File: config.mk
export PLATFORM = sky130hd
export DESIGN_NAME = cimap_ctrl
export DESIGN_NICKNAME = d
export VERILOG_FILES = /design/src/cimap_pkg.sv /design/src/cimap_ctrl.sv
export SDC_FILE = /design/constraint.sdc
export NUM_CORES = 1
export LEC_CHECK = 0
export BUFFER_PORTS_ARGS = -buffer_cell sky130_fd_sc_hd__buf_2
export CORE_MARGIN = 2
export CORE_UTILIZATION = 50
export CTS_CLUSTER_DIAMETER = 60
export DETAILED_ROUTE_END_ITERATION = 10
export PLACE_DENSITY = 0.72
export SLEW_MARGIN = 20
export SYNTH_ARGS = -nofsm -noshare
export SYNTH_HDL_FRONTEND = slang
export SYNTH_SLANG_ARGS = --single-unit
File: constraint.sdc
create_clock -name clock -period 4.7 [get_ports clock]
set_clock_uncertainty 0.2 [all_clocks]
set_input_delay 0.47 -clock clock [delete_from_list [all_inputs] [get_ports clock]]
set_output_delay 0.47 -clock clock [all_outputs]
set_load 0.02 [all_outputs]
File: src/cimap_pkg.sv
// Types and constants of the code-to-index map lookup.
`default_nettype none

package cimap_pkg;

   // Map schemes selected by the map_kind register
   localparam logic [1:0] KIND_OFFSET = 2'd0;
   localparam logic [1:0] KIND_DIRECT = 2'd1;
   localparam logic [1:0] KIND_PAIRS  = 2'd2;
   localparam logic [1:0] KIND_NONE   = 2'd3;

   // Request word modes
   localparam logic MODE_WRITE  = 1'b0;
   localparam logic MODE_LOOKUP = 1'b1;

   // Configuration register indexes
   localparam logic CSR_BASE_CODE = 1'b0;
   localparam logic CSR_MAP_KIND  = 1'b1;

   // Index returned on a miss
   localparam logic [15:0] MISS_INDEX = 16'hffff;

   // Configuration seen by the sequencer
   typedef struct packed {
      logic [15:0] base_code;
      logic [1:0]  map_kind;
   } cimap_cfg_type;

   // Lookup sequencer states
   typedef enum logic [3:0] {
      ST_IDLE,
      ST_HDR_RD,
      ST_HDR,
      ST_DIR_RD,
      ST_DIR,
      ST_PROBE,
      ST_KEY,
      ST_VAL_RD,
      ST_VAL,
      ST_DONE
   } cimap_state_type;

endpackage

`default_nettype wire

File: src/cimap_ctrl.sv
// Lookup sequencer: store port control, binary search unit and result register.
`default_nettype none

module cimap_ctrl #(
   parameter int STORE_WORDS = 1024
) (
   input  wire logic                           clock,
   input  wire logic                           reset,
   // request words
   input  wire logic                           req_valid,
   output logic                                req_stall,
   input  wire logic                           req_mode,
   input  wire logic [9:0]                     req_word_addr,
   input  wire logic [15:0]                    req_word_data,
   input  wire logic [15:0]                    req_code,
   // configuration
   input  wire cimap_pkg::cimap_cfg_type       cfg,
   // store port
   output logic                                ram_we,
   output logic [$clog2(STORE_WORDS)-1:0]      ram_addr,
   output logic [15:0]                         ram_wdata,
   input  wire logic [15:0]                    ram_rdata,
   // response words
   output logic                                rsp_valid,
   input  wire logic                           rsp_stall,
   output logic [15:0]                         rsp_index_out,
   output logic                                rsp_hit
);

   localparam int AW       = $clog2(STORE_WORDS);
   localparam int PAIR_CAP = (STORE_WORDS - 1) / 2;
   localparam int CW       = $clog2(PAIR_CAP + 1);

   cimap_pkg::cimap_state_type state_ff, state_in;

   logic [15:0]   code_ff, code_in;
   logic [15:0]   diff_ff, diff_in;
   logic [AW-1:0] addr_ff, addr_in;
   logic [CW-1:0] lo_ff, lo_in;
   logic [CW-1:0] hi_ff, hi_in;
   logic [CW-1:0] mid_ff, mid_in;
   logic [15:0]   res_index_ff, res_index_in;
   logic          res_hit_ff, res_hit_in;
   logic          rsp_valid_ff, rsp_valid_in;
   logic [15:0]   rsp_index_ff, rsp_index_in;
   logic          rsp_hit_ff, rsp_hit_in;

   logic          req_take;
   logic          lookup_take;
   logic [16:0]   wr_addr_wide;
   logic          wr_ok;
   logic [16:0]   diff_wide;
   logic          dir_ok;
   logic [CW-1:0] count_sat;
   logic [CW:0]   mid_sum;
   logic [CW-1:0] mid;
   logic [16:0]   key_addr_wide;
   logic [16:0]   val_addr_wide;
   logic          key_lt;
   logic          key_eq;
   logic [CW-1:0] lo_step;
   logic [CW-1:0] hi_step;
   logic          more;
   logic          out_free;

   // Request handshake: words are taken only between lookups
   assign req_stall   = (state_ff != cimap_pkg::ST_IDLE);
   assign req_take    = req_valid && !req_stall;
   assign lookup_take = req_take && (req_mode == cimap_pkg::MODE_LOOKUP);

   // Store writes beyond the store are dropped
   assign wr_addr_wide = 17'(req_word_addr);
   assign wr_ok        = (wr_addr_wide < 17'(STORE_WORDS));

   // Code offset from the map base; direct table bound check
   assign diff_wide = {1'b0, req_code} - {1'b0, cfg.base_code};
   assign dir_ok    = !diff_wide[16] && ({1'b0, diff_wide[15:0]} < 17'(STORE_WORDS));

   // Pair count from the header, saturated to the pair capacity of the store
   assign count_sat = (ram_rdata > 16'(PAIR_CAP)) ? CW'(PAIR_CAP) : ram_rdata[CW-1:0];

   // Probe point: floor((lo + hi_last) / 2) with hi kept exclusive
   assign mid_sum       = {1'b0, lo_ff} + {1'b0, hi_ff} - {{CW{1'b0}}, 1'b1};
   assign mid           = mid_sum[CW:1];
   assign key_addr_wide = 17'({mid, 1'b1});
   assign val_addr_wide = 17'({mid_ff, 1'b0}) + 17'd2;

   // Shared compare unit: key against code, then narrow the window
   assign key_lt  = (ram_rdata < code_ff);
   assign key_eq  = (ram_rdata == code_ff);
   assign lo_step = key_lt ? (mid_ff + {{(CW-1){1'b0}}, 1'b1}) : lo_ff;
   assign hi_step = key_lt ? hi_ff : mid_ff;
   assign more    = (lo_step < hi_step);

   assign out_free = !rsp_valid_ff || !rsp_stall;

   // Next state
   always_comb begin
      state_in = state_ff;
      unique case (state_ff)
         cimap_pkg::ST_IDLE: begin
            if (lookup_take) begin
               unique case (cfg.map_kind) inside
                  cimap_pkg::KIND_OFFSET, cimap_pkg::KIND_PAIRS: begin
                     state_in = cimap_pkg::ST_HDR_RD;
                  end
                  cimap_pkg::KIND_DIRECT: begin
                     state_in = dir_ok ? cimap_pkg::ST_DIR_RD : cimap_pkg::ST_DONE;
                  end
                  default: begin
                     state_in = cimap_pkg::ST_DONE;
                  end
               endcase
            end
         end
         cimap_pkg::ST_HDR_RD: begin
            state_in = cimap_pkg::ST_HDR;
         end
         cimap_pkg::ST_HDR: begin
            if (cfg.map_kind == cimap_pkg::KIND_OFFSET || count_sat == '0) begin
               state_in = cimap_pkg::ST_DONE;
            end else begin
               state_in = cimap_pkg::ST_PROBE;
            end
         end
         cimap_pkg::ST_DIR_RD: begin
            state_in = cimap_pkg::ST_DIR;
         end
         cimap_pkg::ST_DIR: begin
            state_in = cimap_pkg::ST_DONE;
         end
         cimap_pkg::ST_PROBE: begin
            state_in = cimap_pkg::ST_KEY;
         end
         cimap_pkg::ST_KEY: begin
            if (key_eq) begin
               state_in = cimap_pkg::ST_VAL_RD;
            end else if (more) begin
               state_in = cimap_pkg::ST_PROBE;
            end else begin
               state_in = cimap_pkg::ST_DONE;
            end
         end
         cimap_pkg::ST_VAL_RD: begin
            state_in = cimap_pkg::ST_VAL;
         end
         cimap_pkg::ST_VAL: begin
            state_in = cimap_pkg::ST_DONE;
         end
         cimap_pkg::ST_DONE: begin
            if (out_free) begin
               state_in = cimap_pkg::ST_IDLE;
            end
         end
         default: begin
            state_in = cimap_pkg::ST_IDLE;
         end
      endcase
   end

   // Datapath and store port per state
   always_comb begin
      code_in      = code_ff;
      diff_in      = diff_ff;
      addr_in      = addr_ff;
      lo_in        = lo_ff;
      hi_in        = hi_ff;
      mid_in       = mid_ff;
      res_index_in = res_index_ff;
      res_hit_in   = res_hit_ff;
      ram_we       = 1'b0;
      ram_addr     = addr_ff;
      ram_wdata    = req_word_data;
      // a taken response drops unless a new one replaces it
      rsp_valid_in = rsp_valid_ff && rsp_stall;
      rsp_index_in = rsp_index_ff;
      rsp_hit_in   = rsp_hit_ff;

      unique case (state_ff)
         cimap_pkg::ST_IDLE: begin
            ram_addr = wr_addr_wide[AW-1:0];
            ram_we   = req_take && (req_mode == cimap_pkg::MODE_WRITE) && wr_ok;
            if (lookup_take) begin
               code_in      = req_code;
               diff_in      = diff_wide[15:0];
               addr_in      = (cfg.map_kind == cimap_pkg::KIND_DIRECT) ?
                              diff_wide[AW-1:0] : '0;
               res_index_in = cimap_pkg::MISS_INDEX;
               res_hit_in   = 1'b0;
            end
         end
         cimap_pkg::ST_HDR: begin
            if (cfg.map_kind == cimap_pkg::KIND_OFFSET) begin
               res_index_in = ram_rdata + diff_ff;
               res_hit_in   = 1'b1;
            end else begin
               lo_in = '0;
               hi_in = count_sat;
            end
         end
         cimap_pkg::ST_DIR, cimap_pkg::ST_VAL: begin
            res_index_in = ram_rdata;
            res_hit_in   = 1'b1;
         end
         cimap_pkg::ST_PROBE: begin
            ram_addr = key_addr_wide[AW-1:0];
            mid_in   = mid;
         end
         cimap_pkg::ST_KEY: begin
            if (key_eq) begin
               addr_in = val_addr_wide[AW-1:0];
            end else begin
               lo_in = lo_step;
               hi_in = hi_step;
            end
         end
         cimap_pkg::ST_DONE: begin
            if (out_free) begin
               rsp_valid_in = 1'b1;
               rsp_index_in = res_index_ff;
               rsp_hit_in   = res_hit_ff;
            end
         end
         default: begin
         end
      endcase
   end

   // Control registers
   always_ff @(posedge clock) begin
      if (reset) begin
         state_ff     <= cimap_pkg::ST_IDLE;
         rsp_valid_ff <= 1'b0;
      end else begin
         state_ff     <= state_in;
         rsp_valid_ff <= rsp_valid_in;
      end
   end

   // Payload registers
   always_ff @(posedge clock) begin
      code_ff      <= code_in;
      diff_ff      <= diff_in;
      addr_ff      <= addr_in;
      lo_ff        <= lo_in;
      hi_ff        <= hi_in;
      mid_ff       <= mid_in;
      res_index_ff <= res_index_in;
      res_hit_ff   <= res_hit_in;
      rsp_index_ff <= rsp_index_in;
      rsp_hit_ff   <= rsp_hit_in;
   end

   assign rsp_valid     = rsp_valid_ff;
   assign rsp_index_out = rsp_index_ff;
   assign rsp_hit       = rsp_hit_ff;

endmodule

`default_nettype wire

==> results of run 1 <==
synthesized netlist by cell type (5+ instances only):
library cell	count	area share [%]
and2_1	11	0.94
nand3_1	12	0.82
nor2_1	65	3.3
nand2_1	46	2.4
ha_1	72	12
inv_1	81	4.1
edfxtp_1	103	42
nand4_1	10	0.85
nand2b_1	16	1.4
nor3_1	7	0.48
a22o_1	9	1.1
nor2b_1	8	0.68
dfxtp_1	5	1.4
o211ai_1	6	0.61
a22oi_1	9	0.92
a21o_1	14	1.4
a211oi_1	7	0.72
a21oi_1	72	4.9
buf_4	16	1.6
or2_2	5	0.43
o21ai_0	33	2.3
xor2_1	13	1.6
clkbuf_1	10	0.51
xnor2_1	21	2.5
how the worst min path moves through the flow:
stage                         startpoint  cells past startpoint  slack [ns]                    endpoint
3_5_place_dp   res_index_ff[7]$_DFFE_PP_                      0        0.20  rsp_index_out[7]$_DFFE_PP_
6_report                    req_code[14]                      1        0.11       code_ff[14]$_DFFE_PP_
3_3_place_gp   res_index_ff[9]$_DFFE_PP_                      0        0.20  rsp_index_out[9]$_DFFE_PP_
4_1_cts                     req_code[13]                      1         0.1       code_ff[13]$_DFFE_PP_
5_1_grt                     req_code[13]                      1        0.10       code_ff[13]$_DFFE_PP_
2_1_floorplan       res_hit_ff$_DFFE_PP_                      0        0.20           rsp_hit$_DFFE_PP_
sequential cells by signal, summed over array words and instances, names as in the netlist, 4 cells and up:
signal,flops
mid_ff,9
code_ff,16
hi_ff,9
diff_ff,16
state_ff,4
addr_ff,10
lo_ff,9
res_index_ff,16
rsp_index_out,16
per-layer routing:
metal  up-vias  GRT usage [%]
met1      2578           33.4
met3        22           4.07
met2       196           32.9
met4         0           6.73
li1       2806              -
met5         -              0
kinds of logic after synthesis:
kind of cell             after synthesis
flip-flops                           108
XOR/XNOR                              34
AO/OA/AOI/OAI                        191
multiplexers                           5
buffers and inverters                116
adder cells (fa/ha/maj)               75
AND/OR/NAND/NOR                      208
through the flow:
step / std cells / setup WS (ns)
floorplan: 737 / 1.26
detailed placement: 990 / 0.545
global route: 1006 / 0.453
CTS: 1006 / 0.804
global placement: 990 / 0.697
finish: 1006 / 0.767
where the power goes:
group | switching (mW) | total [mW] | internal, mW
clock | 0.357 | 0.718 | 0.361
sequential | 0.0465 | 1.24 | 1.19
combinational | 0.545 | 0.869 | 0.324
layout make-up:
cell class	instances	share of cell area, %
inverters	82	3.77
clock buffers	9	2.76
multi-input cells	513	44.3
clock inverters	7	0.659
well taps	184	2.82
flip-flops and latches	108	39.1
repair buffers	103	6.59
==> results by group, run 1 <==
Worst setup path
  – CP peak stage delay: 0.48 ns
  – Launch point of the worst reg-to-reg path: code_ff[14]$_DFFE_PP_
  – Reg2reg path depth: 16
  – WS Path Type: reg2reg
  – Worst path bufs/invs: 1
  – Crit-path cells: inv_1 -> ha_1 -> nand4_1 -> nor2_1 -> a221oi_1 -> o211ai_2 -> nor2_1 -> a21oi_1 -> ha_1 -> a21o_1 -> a21o_1 -> a21oi_1 -> o21ai_0 -> a21oi_1 -> o21ai_0 -> a22o_1
  – Slowest cell on crit path: o211ai_2
  – CP Max Fanout: 25
  – CP Depth: 16
  – Worst Path Required: 4.75 ns
  – CP Capture Type: register
  – End point of the critical path: state_ff[3]$_SDFFE_PP0P_
  – CP Launch Type: register
  – Worst Path Arrival: 3.99 ns
  – Critical Path Start: code_ff[14]$_DFFE_PP_
  – Delay-heaviest family, CP: compound AO/OA/AOI/OAI gates
  – R2r endpoint: state_ff[3]$_SDFFE_PP0P_
  – Cell mode on critical path: a21oi_1
  – R2R setup slack: 0.77 ns

GRT
  – Vias in the first global route: 5,241
  – GRT Overall Usage: 22.2%
  – Grt ovf: 0
  – Initial antenna violation count: 0
  – First-pass GRT wire length: 27,600 um
  – Largest net degree at the start of global routing: 33

Layout
  – Multi-input gate area: 3620 um^2
  – Nets: 973
  – Fill count: 1,276
  – Final Instance Area: 8170 um^2
  – Util after Layout: 56.6%
  – Register area: 3190 um^2
  – Area grow syn2layout: 11.3%
  – Ant diodes: 0
  – Most frequent cells in the layout: edfxtp_1 (103), buf_2 (94), inv_1 (80), a21oi_1 (72), ha_1 (72)
  – Commonest non-fill, non-tap cell in the layout: edfxtp_1
  – Layout cells sized above 1: 17.6%

Synth
  – Synth Register Bits: 108
  – Syn nets: 893
  – Mux cell area share after synthesis: 0.716%
  – Synthesized area: 7340 um^2
  – Compound-Gate Fraction of Synth Area: 17.1%
  – Post-synthesis sequential area ratio: 43.5%
  – Main synth FF type: edfxtp_1
  – Async SR Flop Fraction: 0%
  – Adder-Cell Fraction of Synth Area: 13.1%
  – Avg Inst Size Synth: 9.96 um^2
  – Main combinational cell family by area after synthesis: compound AO/OA/AOI/OAI gates
  – Post-Synth XOR/XNOR Area: 4.06%
  – Syn Inst Count: 737
  – Post-synth cell types: 69
  – Simple-gate portion of the synthesized area: 14.3%
  – EDFF count, synth: 103
  – Warnings from Yosys: 0

Detailed routing
  – Final wirelength: 17,000 um
  – DR vias/cell: 5.57
  – Antenna viol nets, final: 0
  – DR WL met3: 1080 um
  – DRC Markers: 0
  – Avg WL per Cell: 16.9 um
  – Initial DRC Count: 540
  – Met1 WL: 8140 um
  – First-pass detailed-route iteration total: 5
  – Met2 wire len: 7420 um
  – Vias: 5,602
  – Uppermost routed layer: met4

Placed design
  – Dpl hpwl: 13,500 um
  – Routability cong.: 0.886
  – Placed instance area: 7890 um^2
  – IO buf count: 94

Clock tree
  – CTS resizes: 0
  – Clk buf depth: 2
  – CTS buffer count: 9
  – Latest clock arrival within the worst-skew pair: 0.36 ns
  – H-tree Lvls: 3
  – Root buffer cell: clkbuf_16
  – Post-CTS setup buffers: 0
  – Clock Sinks: 108
  – Hold buffers post-CTS: 0
  – CTS tree: done
  – Reg clk slew, reported paths: 0.07 ns

Job
  – Max_cap viols: 0

Floorplan
  – CORE AREA: 14,400 um^2
  – Area of the die: 15,700 um^2
  – Rows: 44
  – Die W: 125 um
  – Die height: 125 um
  – Initial core utilization: 50.9%
  – Ports: 127

Status
  – Status: finished, final reports clean

STA
  – Final hold violations: 0
  – Max frequency: 254 MHz
  – Slew Viols, Final: 0
  – Final setup fails: 0
  – Crit share post-route: 83.7%
  – Hold slack: 0.110 ns
  – Setup TNS: 0 ns
  – Slew @ Worst Pin: 0.990 ns
  – Slew Limit Headroom: 33.4%
  – RSZ-0062 raised after global routing: false
  – Tmin final: 3.93 ns

Power
  – Total power: 2.82 mW
  – Power Dens Cells: 346 nW/um^2
  – Leakage: 3.48 nW
  – Peak supply drop: 0.185 mV

Hold path
  – Hold crit path type: in2reg
Note: power is estimated with default switching activity, not from simulation.
==> run 2: changes to the inputs <==
Clock period 4.7 ns to 3.7 ns, I/O delays scaled along.
==> run 2 against run 1 <==
Clock power grew 33%. Critical path depth stayed put. Worst setup slack got worse by 0.66 ns. Hold slack worse by 0.099 ns. Critical path type unchanged. Critical endpoint unchanged. Largest cell class unchanged. Largest power group unchanged. Highest routed layer unchanged.
==> results by group, run 2 (same netlist as run 1, synthesis figures left out) <==
Status
  – Status: finished, final reports clean

STA
  – Slew Limit Headroom: 44.1% (+11 points)
  – RSZ-0062 raised after global routing: true
  – Slew @ Worst Pin: 0.831 ns (-0.159 ns)
  – Final setup fails: 0 (unchanged)
  – Slew Viols, Final: 0 (unchanged)
  – Final hold violations: 0 (unchanged)
  – Crit share post-route: 97.0% (+13 points)
  – Tmin final: 3.59 ns (-0.343 ns)
  – Max frequency: 279 MHz (+9.6%)
  – Hold slack: 0.0110 ns (-0.0985 ns)

Worst setup path
  – Worst Path Required: 3.76 ns (-0.99 ns)
  – Worst Path Arrival: 3.65 ns (-0.34 ns)
  – Slowest cell on crit path: a2111o_1
  – Delay-heaviest family, CP: compound AO/OA/AOI/OAI gates
  – Crit-path cells: inv_1 -> ha_1 -> nand4_1 -> a2111o_1 -> o211ai_2 -> buf_12 -> buf_4 -> nor2_1 -> a21oi_1 -> ha_1 -> a21o_1 -> a21oi_2 -> o21ai_0 -> a21oi_1 -> o21ai_0 -> a22o_1
  – CP peak stage delay: 0.45 ns (-0.03 ns)
  – WS Path Type: reg2reg
  – Worst path bufs/invs: 3 (+2)
  – CP Capture Type: register
  – CP Max Fanout: 23 (-8.0%)
  – CP Launch Type: register

Power
  – Leakage: 3.62 nW (+4.3%)
  – Pint: 2.48 mW (+32%)
  – Share of power burned in registers: 42.5% (-1.3 points)
  – Power share of the clock group: 25.9% (+0.5 points)
  – Power Dens Cells: 439 nW/um^2 (+27%)
  – Sw Pwr: 1.21 mW (+28%)
  – Combinational Power Share: 31.6% (+0.8 points)
  – Peak supply drop: 0.278 mV (+50%)
  – Switching share of power: 32.8% (-0.78 points)

Layout
  – Most frequent cells in the layout: edfxtp_1 (103), buf_2 (94), inv_1 (81), ha_1 (72)
  – Util after Layout: 58.4% (+1.7 points)
  – Ant diodes: 0 (unchanged)
  – Commonest non-fill, non-tap cell in the layout: edfxtp_1
  – Register area: 3190 um^2 (unchanged)
  – Final Instance Area: 8420 um^2 (+3.1%)
  – Multi-input gate area: 3670 um^2 (+1.4%)
  – Layout cells sized above 1: 21.0% (+3.4 points)
  – Area grow syn2layout: 14.7%
  – Fill count: 1,239 (-2.9%)
  – Nets: 997 (+2.5%)

Job
  – Max_cap viols: 0 (unchanged)

Floorplan
  – Area of the die: 15,700 um^2 (unchanged)
  – CORE AREA: 14,400 um^2 (unchanged)
  – Die W: 125 um (unchanged)
  – Die height: 125 um (unchanged)
  – Rows: 44 (unchanged)
  – Initial core utilization: 50.9% (unchanged)
  – Ports: 127 (unchanged)

Detailed routing
  – Antenna viol nets, final: 0 (unchanged)
  – Final wirelength: 17,700 um (+4.1%)
  – DR vias/cell: 5.55 (-0.33%)
  – Initial DRC Count: 536 (-0.74%)
  – Vias: 5,717 (+2.1%)
  – DRC Markers: 0 (unchanged)
  – Avg WL per Cell: 17.2 um (+1.7%)
  – First-pass detailed-route iteration total: 5 (unchanged)

Clock tree
  – Reg clk slew, reported paths: 0.07 ns (about the same)
  – Clk buf depth: 2 (unchanged)
  – CTS tree: done
  – H-tree Lvls: 3 (unchanged)
  – Hold buffers post-CTS: 0 (unchanged)
  – Clock Sinks: 108 (unchanged)
  – Root buffer cell: clkbuf_16
  – Latest clock arrival within the worst-skew pair: 0.36 ns (about the same)
  – CTS buffer count: 9 (unchanged)

Placed design
  – Placed instance area: 8070 um^2 (+2.3%)
  – Dpl hpwl: 13,800 um (+2.4%)
  – Routability cong.: 0.896 (+1.1%)
  – IO buf count: 94 (unchanged)

GRT
  – Largest net degree at the start of global routing: 33 (unchanged)
  – First-pass GRT wire length: 28,200 um (+2.4%)
  – Grt ovf: 0 (unchanged)
  – Vias in the first global route: 5,472 (+4.4%)
  – GRT Overall Usage: 22.8% (+0.57 points)
  – Initial antenna violation count: 0 (unchanged)

Hold path
  – Hold crit path type: in2reg
==> run 2: changes by cell type in the layout (fill, tap and decap cells not counted), moves of 3 or more <==
| cell | change |
|---|---|
| a21oi_2 | +7 |
| clkinvlp_4 | -3 |
| a21oi_1 | -7 |
| buf_4 | +23 |
| o21ai_0 | -3 |
==> run 2: path summary, 6_finish.rpt <==
check | slack, ns | from | depth (start not counted) | endpoint
hold / removal | 0.01 | req_code[8] | 1 | code_ff[8]$_DFFE_PP_
setup reg to reg | 0.11 | code_ff[14]$_DFFE_PP_ | 16 | state_ff[3]$_SDFFE_PP0P_
setup / recovery | 0.11 | code_ff[14]$_DFFE_PP_ | 16 | state_ff[3]$_SDFFE_PP0P_
hold reg to reg | 0.22 | res_index_ff[8]$_DFFE_PP_ | 0 | rsp_index_out[8]$_DFFE_PP_
==> run 2: metal layers <==
metal	up-vias	global-route usage [%]	wire [um]
li1	2859	-	-
met1	2622	33.2	8410
met2	211	34.2	7630
met3	25	4.02	1220
met4	0	8.63	437
met5	-	0	0
==> run 2: final cells by class <==
| cell class | count | share of cell area [%] |
|---|---|---|
| repair buffers | 127 | 8.68 |
| clock buffers | 11 | 2.76 |
| multi-input cells | 513 | 43.6 |
| clock inverters | 5 | 0.639 |
| well taps | 184 | 2.73 |
| inverters | 82 | 3.66 |
| flip-flops and latches | 108 | 37.9 |
==> run 2: power groups by stage <==
stage / Sequential [mW] / Combinational [mW] / Clock [mW]
after floorplan: 1.57 / 0.815 / 0
after global placement: 1.59 / 1.12 / 0
after detailed placement: 1.60 / 1.14 / 0
after CTS: 1.57 / 1.14 / 0.967
after global routing: 1.58 / 1.29 / 1.01
final: 1.57 / 1.17 / 0.957
==> run 2: worst register-to-register path, stage by stage (launching register included) <==
cell and delay, ns:
edfxtp_1 0.32, inv_1 0.05, ha_1 0.33, nand4_1 0.20
a2111o_1 0.45, o211ai_2 0.10, buf_12 0.20, buf_4 0.18
nor2_1 0.05, a21oi_1 0.19, ha_1 0.28, a21o_1 0.18
a21oi_2 0.17, o21ai_0 0.09, a21oi_1 0.18, o21ai_0 0.10
a22o_1 0.22
==> run 2: repair_timing <==
action	4_1_cts	5_1_grt
pin swaps	0	3
gates resized for setup	2	15
setup buffers	0	1
setup endpoints to repair	1	5
==> run 2: through the flow <==
stage                     setup WS [ns]  TNS, ns  power, mW  instances
after floorplan                   0.360        0       2.39        737
after global placement           0.0597        0       2.71       1013
after detailed placement        -0.0526  -0.0526       2.73       1013
after CTS                        0.0320        0       3.68       1029
after global routing            -0.0628  -0.0628       3.88       1030
final                             0.110        0       3.70       1030
